## config.mk

```make
export PLATFORM = sky130hd
export DESIGN_NAME = segmented_scurve_speed_planner
export DESIGN_NICKNAME = d
export VERILOG_FILES = /design/src/hdl/sscsp_pkg.sv /design/src/hdl/segmented_scurve_speed_planner.sv
export SDC_FILE = /design/constraint.sdc
export NUM_CORES = 2
export LEC_CHECK = 0
export CAP_MARGIN = 5
export CORE_ASPECT_RATIO = 0.8
export CORE_MARGIN = 2
export CORE_UTILIZATION = 30
export DETAILED_ROUTE_END_ITERATION = 8
export DONT_BUFFER_PORTS = 1
export GPL_ROUTABILITY_DRIVEN = 0
export SETUP_SLACK_MARGIN = 0.3
export SYNTH_ARGS = -nofsm -noshare
export SYNTH_HDL_FRONTEND = slang
export SYNTH_SLANG_ARGS = --single-unit
export TNS_END_PERCENT = 100
```

## constraint.sdc

```tcl
create_clock -name clk -period 7 [get_ports clk]
set_clock_uncertainty 0.15 [all_clocks]
set_input_delay 0.7 -clock clk [delete_from_list [all_inputs] [get_ports clk]]
set_output_delay 0.7 -clock clk [all_outputs]
set_load 0.02 [all_outputs]
```

## src/hdl/sscsp_pkg.sv

```systemverilog
// Shared types and constants for the segmented S-curve speed planner.
// Sequencer states, phase and request kind codes, register indexes, reset table.
// No dependencies.
`default_nettype none

package sscsp_pkg;

  localparam int SEGMENTS_DEF = 6;
  localparam int SEG_MAX      = 6;

  localparam int SPD_W   = 16;
  localparam int HDG_W   = 16;
  localparam int LEN_W   = 12;
  localparam int WORD_W  = 44;
  localparam int SEG_W   = 3;
  localparam int CIDX_W  = 3;
  localparam int TDATA_W = 24;

  // serial multiply / divide
  localparam int STEP_W  = 4;
  localparam int MUL_A_W = 52;
  localparam int MUL_B_W = 36;
  localparam int MPL_A_W = 16;
  localparam int QUO_W   = 16;

  localparam logic [1:0] KIND_TICK  = 2'd0;
  localparam logic [1:0] KIND_START = 2'd1;
  localparam logic [1:0] KIND_EXIT  = 2'd2;

  localparam logic [CIDX_W-1:0] CFG_FIN_HEADING = 3'd6;
  localparam logic [CIDX_W-1:0] CFG_FIN_RAMP    = 3'd7;

  localparam logic [2:0]       PID_HOLD_TICKS = 3'd5;
  localparam logic [SPD_W-1:0] STOP_BELOW     = 16'd384;

  localparam logic [HDG_W-1:0] FIN_HEADING_RST = 16'd20480;
  localparam logic [LEN_W-1:0] FIN_RAMP_RST    = 12'd250;

  localparam logic [WORD_W-1:0] SEG_RST [SEG_MAX] = '{
    44'd645335613440,
    44'd1090522240,
    44'd516201388288,
    44'd805315968,
    44'd516486608000,
    44'd1090536960
  };

  typedef enum logic [1:0] {
    PH_IDLE,
    PH_RUN,
    PH_FINISH,
    PH_STOP
  } phase_t;

  typedef enum logic [3:0] {
    S_IDLE,
    S_DECODE,
    S_SEARCH,
    S_ECHK,
    S_MUL1,
    S_MUL2,
    S_MUL3,
    S_DIV,
    S_EEND,
    S_SEGSET,
    S_STEP,
    S_APPLY,
    S_EMIT
  } state_t;

endpackage

`default_nettype wire

```

## src/hdl/segmented_scurve_speed_planner.sv

```systemverilog
// Segmented S-curve speed planner, top level; depends on sscsp_pkg.
// From accept to out_tvalid: start, exit and idle ticks go through decode and emit only; a running
// tick makes one smoothstep evaluation, or two with a segment change, each three 16-step shift-add
// multiplies and a 16-step divide, skipped once the ramp has ended.
// One request at a time, the next taken the cycle after the result is loaded.
// Reset (rst_n, synchronous): idle, segment 0, registers at their default values.
`default_nettype none

module segmented_scurve_speed_planner #(
  parameter int SEGMENTS = sscsp_pkg::SEGMENTS_DEF
) (
  input  wire                                clk,
  input  wire                                rst_n,
  // in_tdata: [15:0] heading, [16] finish_seen, rest zero
  input  wire                                in_tvalid,
  output logic                               in_tready,
  input  wire  [sscsp_pkg::TDATA_W-1:0]      in_tdata,
  // in_tuser: [1:0] kind
  input  wire  [1:0]                         in_tuser,
  // out_tdata: [15:0] speed_command, [17:16] run_phase, [20:18] segment_number,
  //            [21] pid_enable, rest zero
  output logic                               out_tvalid,
  input  wire                                out_tready,
  output logic [sscsp_pkg::TDATA_W-1:0]      out_tdata,
  output logic                               out_tlast,
  input  wire                                cfg_valid,
  output logic                               cfg_ready,
  input  wire  [sscsp_pkg::CIDX_W-1:0]       cfg_index,
  input  wire  [sscsp_pkg::WORD_W-1:0]       cfg_data
);

  import sscsp_pkg::*;

  localparam int SegIdxW = (SEGMENTS > 1) ? $clog2(SEGMENTS) : 1;
  localparam logic [SEG_W-1:0] SegCnt = SEG_W'(SEGMENTS);
  localparam logic [STEP_W-1:0] StepLast = '1;

  state_t state_r, state_nxt;
  phase_t phase_r;

  logic [WORD_W-1:0]       seg_word_r [SEGMENTS];
  logic signed [HDG_W-1:0] fin_heading_r;
  logic [LEN_W-1:0]        fin_ramp_r;

  logic [SEG_W-1:0] seg_now_r;
  logic [SPD_W-1:0] ramp_from_r;
  logic [SPD_W-1:0] ramp_to_r;
  logic [LEN_W-1:0] ramp_len_r;
  logic [LEN_W-1:0] ramp_cnt_r;
  logic [2:0]       hold_r;

  logic [1:0]              kind_r;
  logic signed [HDG_W-1:0] hd_r;
  logic                    fin_r;

  logic [SEG_W-1:0] srch_i_r;
  logic [SEG_W-1:0] ni_r;
  logic             adv_r;

  logic [STEP_W-1:0]  step_r;
  logic [MUL_A_W-1:0] mc_a_r;
  logic [MUL_A_W-1:0] acc_a_r;
  logic [MPL_A_W-1:0] mpl_a_r;
  logic [MUL_B_W-1:0] mc_b_r;
  logic [MUL_B_W-1:0] acc_b_r;
  logic [LEN_W-1:0]   mpl_b_r;
  logic [MUL_B_W-1:0] rem_r;
  logic [QUO_W-1:0]   quo_r;
  logic               neg_r;
  logic [SPD_W-1:0]   val_r;

  logic [SPD_W-1:0] res_spd_r;
  logic             res_pid_r;
  logic             res_stp_r;

  logic               out_tvalid_r;
  logic [TDATA_W-1:0] out_tdata_r;
  logic               out_tlast_r;

  logic [SegIdxW-1:0]      rd_sel;
  logic [WORD_W-1:0]       rd_word;
  logic signed [HDG_W-1:0] rd_thr;
  logic                    srch_hit;
  logic                    eval_short;
  logic                    step_last;
  logic                    out_free;
  logic [MUL_A_W-1:0]      acc_a_add;
  logic [MUL_B_W-1:0]      acc_b_add;
  logic [SPD_W:0]          diff;
  logic [SPD_W:0]          diff_abs;
  logic [LEN_W+1:0]        shape;
  logic [MUL_B_W:0]        div_t;
  logic [MUL_B_W:0]        div_d;
  logic                    div_ge;

  assign cfg_ready  = 1'b1;
  assign out_tvalid = out_tvalid_r;
  assign out_tdata  = out_tdata_r;
  assign out_tlast  = out_tlast_r;

  assign rd_word    = seg_word_r[rd_sel];
  assign rd_thr     = $signed(rd_word[15:0]);
  assign srch_hit   = (srch_i_r < SegCnt) && (hd_r >= rd_thr);
  assign eval_short = (ramp_len_r == '0) || (ramp_cnt_r >= ramp_len_r);
  assign step_last  = (step_r == StepLast);
  assign out_free   = !out_tvalid_r || out_tready;

  assign acc_a_add = acc_a_r + (mpl_a_r[0] ? mc_a_r : '0);
  assign acc_b_add = acc_b_r + (mpl_b_r[0] ? mc_b_r : '0);

  assign diff     = {1'b0, ramp_to_r} - {1'b0, ramp_from_r};
  assign diff_abs = diff[SPD_W] ? ((SPD_W+1)'(0) - diff) : diff;
  // 3d - 2c, positive while c < d
  assign shape    = {2'b00, ramp_len_r} + {1'b0, ramp_len_r, 1'b0}
                    - {1'b0, ramp_cnt_r, 1'b0};

  assign div_t  = {rem_r, quo_r[QUO_W-1]};
  assign div_d  = div_t - {1'b0, acc_b_r};
  assign div_ge = (div_t >= {1'b0, acc_b_r});

  // next state
  always_comb begin
    state_nxt = state_r;
    case (state_r)
      S_IDLE: begin
        if (in_tvalid) state_nxt = S_DECODE;
      end
      S_DECODE: begin
        if (kind_r == KIND_TICK && phase_r == PH_RUN) begin
          state_nxt = S_SEARCH;
        end else if (kind_r == KIND_TICK && phase_r == PH_FINISH) begin
          state_nxt = S_STEP;
        end else begin
          state_nxt = S_EMIT;
        end
      end
      S_SEARCH: begin
        if (!srch_hit) state_nxt = (ni_r != seg_now_r) ? S_ECHK : S_STEP;
      end
      S_ECHK: begin
        if (eval_short) state_nxt = adv_r ? S_APPLY : S_SEGSET;
        else            state_nxt = S_MUL1;
      end
      S_MUL1:   if (step_last) state_nxt = S_MUL2;
      S_MUL2:   if (step_last) state_nxt = S_MUL3;
      S_MUL3:   if (step_last) state_nxt = S_DIV;
      S_DIV:    if (step_last) state_nxt = S_EEND;
      S_EEND:   state_nxt = adv_r ? S_APPLY : S_SEGSET;
      S_SEGSET: state_nxt = S_STEP;
      S_STEP:   state_nxt = S_ECHK;
      S_APPLY:  state_nxt = S_EMIT;
      S_EMIT:   if (out_free) state_nxt = S_IDLE;
      default:  state_nxt = S_IDLE;
    endcase
  end

  // sequencer outputs
  always_comb begin
    in_tready = 1'b0;
    rd_sel    = ni_r[SegIdxW-1:0];
    case (state_r)
      S_IDLE:   in_tready = 1'b1;
      S_DECODE: rd_sel = '0;
      S_SEARCH: rd_sel = srch_i_r[SegIdxW-1:0];
      default:  rd_sel = ni_r[SegIdxW-1:0];
    endcase
  end

  always_ff @(posedge clk) begin
    if (!rst_n) begin
      state_r       <= S_IDLE;
      phase_r       <= PH_IDLE;
      seg_now_r     <= '0;
      ramp_from_r   <= '0;
      ramp_to_r     <= SEG_RST[0][31:16];
      ramp_len_r    <= SEG_RST[0][43:32];
      ramp_cnt_r    <= '0;
      hold_r        <= '0;
      fin_heading_r <= $signed(FIN_HEADING_RST);
      fin_ramp_r    <= FIN_RAMP_RST;
      out_tvalid_r  <= 1'b0;
      for (int k = 0; k < SEGMENTS; k++) seg_word_r[k] <= SEG_RST[k];
    end else begin
      state_r <= state_nxt;

      if (cfg_valid) begin
        if (cfg_index < CIDX_W'(SEGMENTS)) begin
          seg_word_r[cfg_index[SegIdxW-1:0]] <= cfg_data;
        end else if (cfg_index == CFG_FIN_HEADING) begin
          fin_heading_r <= $signed(cfg_data[HDG_W-1:0]);
        end else if (cfg_index == CFG_FIN_RAMP) begin
          fin_ramp_r <= cfg_data[LEN_W-1:0];
        end
      end

      if (out_tvalid_r && out_tready) out_tvalid_r <= 1'b0;

      case (state_r)
        S_IDLE: begin
          if (in_tvalid) begin
            kind_r    <= in_tuser;
            hd_r      <= $signed(in_tdata[HDG_W-1:0]);
            fin_r     <= in_tdata[HDG_W];
            res_spd_r <= '0;
            res_pid_r <= 1'b0;
            res_stp_r <= 1'b0;
          end
        end
        S_DECODE: begin
          case (kind_r)
            KIND_START: begin
              phase_r     <= PH_RUN;
              seg_now_r   <= '0;
              ramp_from_r <= '0;
              ramp_to_r   <= rd_word[31:16];
              ramp_len_r  <= rd_word[43:32];
              ramp_cnt_r  <= '0;
            end
            KIND_EXIT: begin
              phase_r   <= PH_IDLE;
              res_stp_r <= 1'b1;
            end
            KIND_TICK: begin
              srch_i_r <= seg_now_r + SEG_W'(1);
              ni_r     <= seg_now_r;
            end
            default: ;
          endcase
        end
        S_SEARCH: begin
          if (srch_hit) begin
            ni_r     <= srch_i_r;
            srch_i_r <= srch_i_r + SEG_W'(1);
          end else begin
            adv_r <= 1'b0;
          end
        end
        S_ECHK: begin
          step_r  <= '0;
          neg_r   <= diff[SPD_W];
          mc_a_r  <= MUL_A_W'(ramp_cnt_r);
          mpl_a_r <= MPL_A_W'(ramp_cnt_r);
          acc_a_r <= '0;
          mc_b_r  <= MUL_B_W'(ramp_len_r);
          mpl_b_r <= ramp_len_r;
          acc_b_r <= '0;
          if (eval_short) val_r <= ramp_to_r;
        end
        S_MUL1, S_MUL2: begin
          step_r  <= step_r + STEP_W'(1);
          mc_a_r  <= {mc_a_r[MUL_A_W-2:0], 1'b0};
          mpl_a_r <= {1'b0, mpl_a_r[MPL_A_W-1:1]};
          acc_a_r <= acc_a_add;
          mc_b_r  <= {mc_b_r[MUL_B_W-2:0], 1'b0};
          mpl_b_r <= {1'b0, mpl_b_r[LEN_W-1:1]};
          acc_b_r <= acc_b_add;
          if (step_last) begin
            acc_a_r <= '0;
            mc_a_r  <= acc_a_add;
            if (state_r == S_MUL1) begin
              // c^2 * (3d - 2c) and d^2 * d
              mpl_a_r <= MPL_A_W'(shape);
              acc_b_r <= '0;
              mc_b_r  <= acc_b_add;
              mpl_b_r <= ramp_len_r;
            end else begin
              // numerator times |to - from|; den stays in acc_b_r
              mpl_a_r <= diff_abs[SPD_W-1:0];
            end
          end
        end
        S_MUL3: begin
          step_r  <= step_r + STEP_W'(1);
          mc_a_r  <= {mc_a_r[MUL_A_W-2:0], 1'b0};
          mpl_a_r <= {1'b0, mpl_a_r[MPL_A_W-1:1]};
          acc_a_r <= acc_a_add;
          if (step_last) begin
            rem_r <= acc_a_add[MUL_A_W-1:QUO_W];
            quo_r <= acc_a_add[QUO_W-1:0];
          end
        end
        S_DIV: begin
          step_r <= step_r + STEP_W'(1);
          rem_r  <= div_ge ? div_d[MUL_B_W-1:0] : div_t[MUL_B_W-1:0];
          quo_r  <= {quo_r[QUO_W-2:0], div_ge};
        end
        S_EEND: begin
          val_r <= neg_r ? (ramp_from_r - quo_r) : (ramp_from_r + quo_r);
        end
        S_SEGSET: begin
          ramp_from_r <= val_r;
          ramp_to_r   <= rd_word[31:16];
          ramp_len_r  <= rd_word[43:32];
          ramp_cnt_r  <= '0;
          seg_now_r   <= ni_r;
        end
        S_STEP: begin
          adv_r <= 1'b1;
          if (ramp_len_r != '0 && ramp_cnt_r < ramp_len_r) begin
            ramp_cnt_r <= ramp_cnt_r + LEN_W'(1);
          end
        end
        S_APPLY: begin
          res_spd_r <= val_r;
          res_pid_r <= (hold_r == '0);
          if (hold_r != '0) hold_r <= hold_r - 3'd1;
          if (phase_r == PH_RUN) begin
            if (hd_r > fin_heading_r && fin_r) begin
              phase_r     <= PH_FINISH;
              hold_r      <= PID_HOLD_TICKS;
              ramp_from_r <= val_r;
              ramp_to_r   <= '0;
              ramp_len_r  <= fin_ramp_r;
              ramp_cnt_r  <= '0;
            end
          end else if (val_r < STOP_BELOW) begin
            phase_r   <= PH_STOP;
            res_spd_r <= '0;
            res_stp_r <= 1'b1;
          end
        end
        S_EMIT: begin
          if (out_free) begin
            out_tvalid_r <= 1'b1;
            out_tdata_r  <= {2'b00, res_pid_r, seg_now_r, phase_r, res_spd_r};
            out_tlast_r  <= res_stp_r;
          end
        end
        default: ;
      endcase
    end
  end

endmodule

`default_nettype wire

```

Word-level counts from Yosys, hierarchy flattened --
Memory sizes are Yosys's and may differ from the RTL's. Cells that the tools add are included.
Storage, ports and cells: input port bits 78, word-level logic and storage cells 247, bits in writable memories 264, output and inout bits 28, memories 1, register bits after elaboration 441
Memories:
- seg_word_r | depth 6, width 44, rd ports 1, clocked after Yosys merged registers in 0, wr ports 6, line segmented_scurve_speed_planner.sv:41 | logic [WORD_W-1:0] seg_word_r [SEGMENTS];
Operators by class: mux-type cells 99, add/subtract/negate cells 14, equal/unequal tests 40, magnitude comparators 8, reduce and logical (&&, ||, !) cells 50, bitwise operators 2
Operator list (count):
- one-hot mux 52 bit (3 select lines) | 2
- two-way mux 36 bit | 7
- two-way mux 16 bit | 15
- one-hot mux 36 bit (2 select lines) | 3
- two-way mux 52 bit | 3
- one-hot mux 16 bit (3 select lines) | 3
- two-way mux 12 bit | 9
- one-hot mux 16 bit (2 select lines) | 3
- adder 52 bit | 1
- one-hot mux 4 bit (13 select lines) | 1
- one-hot mux 12 bit (4 select lines) | 1
- two-way mux 44 bit | 1
- OR reduction 44 bit | 1
- two-way mux 4 bit | 10
- greater-or-equal comparator 37 x 36 -> 1 bit | 1
- adder 36 bit | 1
- one-hot mux 12 bit (3 select lines) | 1
- subtractor 36 bit | 1
- != test 2 bit (second input constant) | 16
- two-way mux 3 bit | 10
- == test 4 bit (second input constant) | 6
- one-hot mux 12 bit (2 select lines) | 1
- one-hot mux 3 bit (2 select lines) | 4
- AND reduction 3 bit | 7
- 51 further kinds | 105

Depth between registers and ports, before layout --
depth after elaboration 7, mapped depth 22, mapped depth without buffers 19

Worst setup path after synthesis --
OpenSTA, ideal clock, no wires.
path kind register -> register, from register state_r[1], to register acc_a_r[0] (enable), setup time 0.600 ns, required time 6.250 ns, slack 0.076 ns, cell stages (with the launch flop) 6, arrival 6.174 ns, path through dfxtp_1 -> clkbuf_1 -> and2_1 -> clkbuf_1 -> xnor2_1 -> nor2_1
On the way: cells in the longest elaborated chain, start to end 4, elaborated cells between the ends (all ways) 7, those cells by class eq/ne: 4; reduce/logical: 3
RTL lines:
- start, declared | line segmented_scurve_speed_planner.sv:38 | state_t state_r, state_nxt;
- start signal, assigned | line segmented_scurve_speed_planner.sv:184 | state_r <= state_nxt;
- == test 4 x 3 -> 1 bit | line segmented_scurve_speed_planner.sv:198 | case (state_r)
- OR reduction 2 bit | line segmented_scurve_speed_planner.sv:198
- nonzero test 3 bit (no line) *
- AND reduction 2 bit (no line) *
- end signal, assigned | line segmented_scurve_speed_planner.sv:243 | acc_a_r <= '0;
- end signal, assigned | line segmented_scurve_speed_planner.sv:253 | acc_a_r <= acc_a_add;
- end signal, assigned | line segmented_scurve_speed_planner.sv:258 | acc_a_r <= '0;
- end, declared | line segmented_scurve_speed_planner.sv:62 | logic [MUL_A_W-1:0] acc_a_r;
Every way passes the cells marked *; elsewhere a longest branch is shown, timed or not. A chain may end at the register's enable or synchronous reset.

Worst setup path in the final report --
from register state_r[1], to register state_r[1]
On the way: cells in the longest elaborated chain, start to end 7, elaborated cells between the ends (all ways) 26, those cells by class order compare: 1; eq/ne: 19; mux: 2; reduce/logical: 3; memory: 1
RTL lines:
- == test 4 x 2 -> 1 bit / == test 4 x 1 -> 1 bit (equally long branches) | line segmented_scurve_speed_planner.sv:124, segmented_scurve_speed_planner.sv:161
- one-hot mux 3 bit (2 select lines) | line segmented_scurve_speed_planner.sv:161 | case (state_r)
- memory (6 x 44 bit)
- greater-or-equal comparator 16 bit | line segmented_scurve_speed_planner.sv:103 | assign srch_hit = (srch_i_r < SegCnt) && (hd_r >= rd_thr);
- logical AND 1 bit | line segmented_scurve_speed_planner.sv:103
- != test 2 bit (no line)
- AND reduction 7 bit (no line)
Several ways; a longest one is shown, not always the timed one.

==> out/summary.txt <==
Reg clk slew, reported paths: 0.06 ns
R2r setup slk: 0.98 ns
Max stage delay cell, worst path: nor3_2
Syn-to-layout area delta: 12.5%
Initial antenna violation count: 7
Startpoint class of the critical path: flop
Fin crit share: 0.859
Register area share after synthesis: 0.516
Starting Density: 0.301
CTS H-Tree Depth: 3
Routed Antenna Nets: 0
CTS Buf Count: 86
Worst Path Arrival: 6.40 ns
LEAKAGE: 0.0189 uW
Clock Path Buffers: 3
Total die area: 151000 um2
I/O pin cnt: 106
Min-delay src: cfg_data[35]
Synth area leader: edfxtp_1
Most frequent cells after synthesis: 758 x nand2_1, 696 x edfxtp_1, 429 x nor2_1, 274 x a21oi_1, 242 x nand3_1
Synth top area cells: edfxtp_1 47%, nand2_1 6.4%, ha_1 6.1%
Pins over their slew limit: 0
Status: finished, final reports clean
Worst hold slack: 0.0468 ns
Fmax: 0.166 GHz
Yosys cell types: 94
Crit-path most repeated cell: a21o_1
Cells on worst reg2reg path: 21
Post-Syn Instances: 4524
Clk Latency, worst-skew pair: 0.69 ns
FF+latch count, synth: 793
IO buf count: 0
Worst Hold End: seg_word_r[4][35]$_SDFFCE_PN1P_
DRT iter0 DRCs: 2870
Die X: 434 um
GRT Util Overall: 0.159
Most used flip-flop cell after synthesis: edfxtp_1
Cell with the most instances after synthesis: nand2_1
Drt pass-1 iters: 5
Synth top area share: 0.472
CTS tree: yes
Rel. slew slack: 0.224
Max IR drop VDD: 426 uV
PwrDens: 350 nW/um2
Max-cap viol count: 0
Layout cells sized above 1: 0.0560
DRC: 0
Worst r2r src: state_r[1]$_SDFFE_PN0P_
Fin nets: 4868
CP Capture Type: flop
Final Critical Period: 6.02 ns
Async S/R FF share, synth: 0
RSZ-0062 raised after global routing: no
Hold/Removal Path Class: in2reg
Least-Margin Pin Slew: 1.16 ns
Grt ovf: 0
Hold Vio Cnt, Final: 0
WL/cell: 18.5 um
Vias in the first global route: 32039
Routed vias: 33812
Final WL: 122000 um
Setup TNS: 0 ns
First-pass GRT wire length: 189000 um
Buffers and inverters on the worst path: 2
Rows: 126
Crit path max-delay family: compound AO/OA/AOI/OAI gates
Post-Syn Area: 44300 um2
Yosys Warn Count: 0
Core Area: 147000 um2
Largest net degree at the start of global routing: 121
Setup CP Type: reg2reg
WHS Path Cells: 1
Die Y: 348 um
DR vias/cell: 5.12
Worst endpoint required time: 7.38 ns
R2R Path End: state_r[1]$_SDFFE_PN0P_
Hpwl dp: 79900 um
Setup bufs post-CTS: 0
# clock sinks: 793
Crit-path max FO: 105
Number of enable flip-flop cells after synthesis: 696
Cell breakdown of the critical path: buf_4 > nand2b_1 > nor3_2 > nor2_2 > a22oi_2 > buf_12 > nand2_1 > and3_1 > a311oi_1 > a31oi_1 > ha_1 > a21o_1 > a21o_1 > a21o_1 > a21o_1 > a21oi_1 > o2111ai_1 > a21oi_1 > o21ai_1 > a311oi_1 > nor3_1
Post_cts resized: 0
Final setup fails: 0
Syn Area/Cell: 9.79 um2
Root buffer cell: clkbuf_16
CP max stage delay: 0.76 ns
metal layers:
layer / wire length [um] / vias to the layer above / GRT usage
li1: - / 16149 / -
met1: 58300 / 16581 / 0.230
met2: 54100 / 910 / 0.245
met4: 2650 / 6 / 0.0399
met3: 6940 / 166 / 0.0252
met5: 34 / - / 0
registers in the layout, summed over array words and instances, names as in the netlist, 22 cells and up:
signal,count
rem_r,36
acc_b_r,36
acc_a_r,52
out_tdata,22
mc_b_r,36
seg_word_r,352
mc_a_r,52
how the worst max path moves through the flow:
stage	start	end	slack [ns]	depth (start not counted)
6_report	state_r[1]$_SDFFE_PN0P_	state_r[1]$_SDFFE_PN0P_	0.98	21
5_1_grt	state_r[1]$_SDFFE_PN0P_	state_r[1]$_SDFFE_PN0P_	0.61	21
4_1_cts	state_r[1]$_SDFFE_PN0P_	state_r[1]$_SDFFE_PN0P_	1.00	21
3_5_place_dp	state_r[1]$_SDFFE_PN0P_	state_r[1]$_SDFFE_PN0P_	1.05	21
3_3_place_gp	state_r[1]$_SDFFE_PN0P_	state_r[1]$_SDFFE_PN0P_	1.11	21
2_1_floorplan	rst_n	acc_b_r[0]$_SDFFCE_PP0P_	1.68	3
cell usage in the layout, fill, tap and decap left out, types with 17 or more instances in the layout:
cell / count
a211oi_1: 36
a21o_1: 104
a21oi_1: 273
a311oi_1: 41
a31oi_1: 57
and2_1: 161
and3_1: 69
buf_4: 49
clkbuf_1: 20
clkbuf_16: 87
conb_1: 91
dfxtp_1: 97
dlygate4sd3_1: 37
edfxtp_1: 696
fa_1: 17
ha_1: 217
inv_1: 205
nand2_1: 752
nand2b_1: 33
nand3_1: 241
nand4_1: 34
nor2_1: 422
nor2b_1: 30
nor3_1: 45
o211ai_1: 30
o21a_1: 31
o21ai_0: 184
o21ai_1: 26
o21bai_1: 29
o31ai_1: 17
or3_1: 23
xnor2_1: 98
xor2_1: 84
power by group:
part           internal (uW)  leakage (uW)  switching (uW)
logic                   2370        0.0102            4380
registers               5910       0.00737             303
clock network           2470       0.00132            2000
total                  10800        0.0189            6680
cells by family (layout without fill, tap and decap cells):
logic type / after synthesis / in the layout / share of synthesized area
and+or+nand+nor: 1886 / 1886 / 0.193
AOI/OAI and AO/OA: 962 / 962 / 0.141
DFF: 793 / 793 / 0.516
buffers and inverters: 443 / 454 / 0.0395
adders and majority gates: 234 / 234 / 0.0690
xor gates and xnor gates: 183 / 183 / 0.0364
muxes: 21 / 21 / 0.00489
other: 2 / 93 / 0.000170
through the flow:
| step | worst slack, ns | util | area (um2) | total power [uW] | cells |
|---|---|---|---|---|---|
| after global placement | 1.11 | 0.318 | 46700 | 12900 | 6415 |
| after global routing | 0.614 | 0.339 | 49800 | 18500 | 6610 |
| final | 0.985 | 0.339 | 49800 | 17400 | 6610 |
| after detailed placement | 1.05 | 0.318 | 46700 | 13000 | 6415 |
| after CTS | 1.00 | 0.339 | 49800 | 17500 | 6608 |
| after floorplan | 1.68 | - | 44600 | 11200 | 4613 |
cell type report:
cell class | count | area (um2)
fillers | 14923 | 97300
flip-flops and latches | 793 | 22800
multi-input cells | 3377 | 20200
well taps | 1984 | 2480
clock buffers | 108 | 2270
repair buffers | 89 | 798
inverters | 209 | 785
clock inverters | 48 | 442
diodes | 2 | 5.00
repair_timing:
item / in CTS / in global routing
hold endpoints to repair: 55 / 0
hold buffers: 37 / 0
endpoints found under the setup margin: 0 / 0
Power figures use the tool's default switching activity.
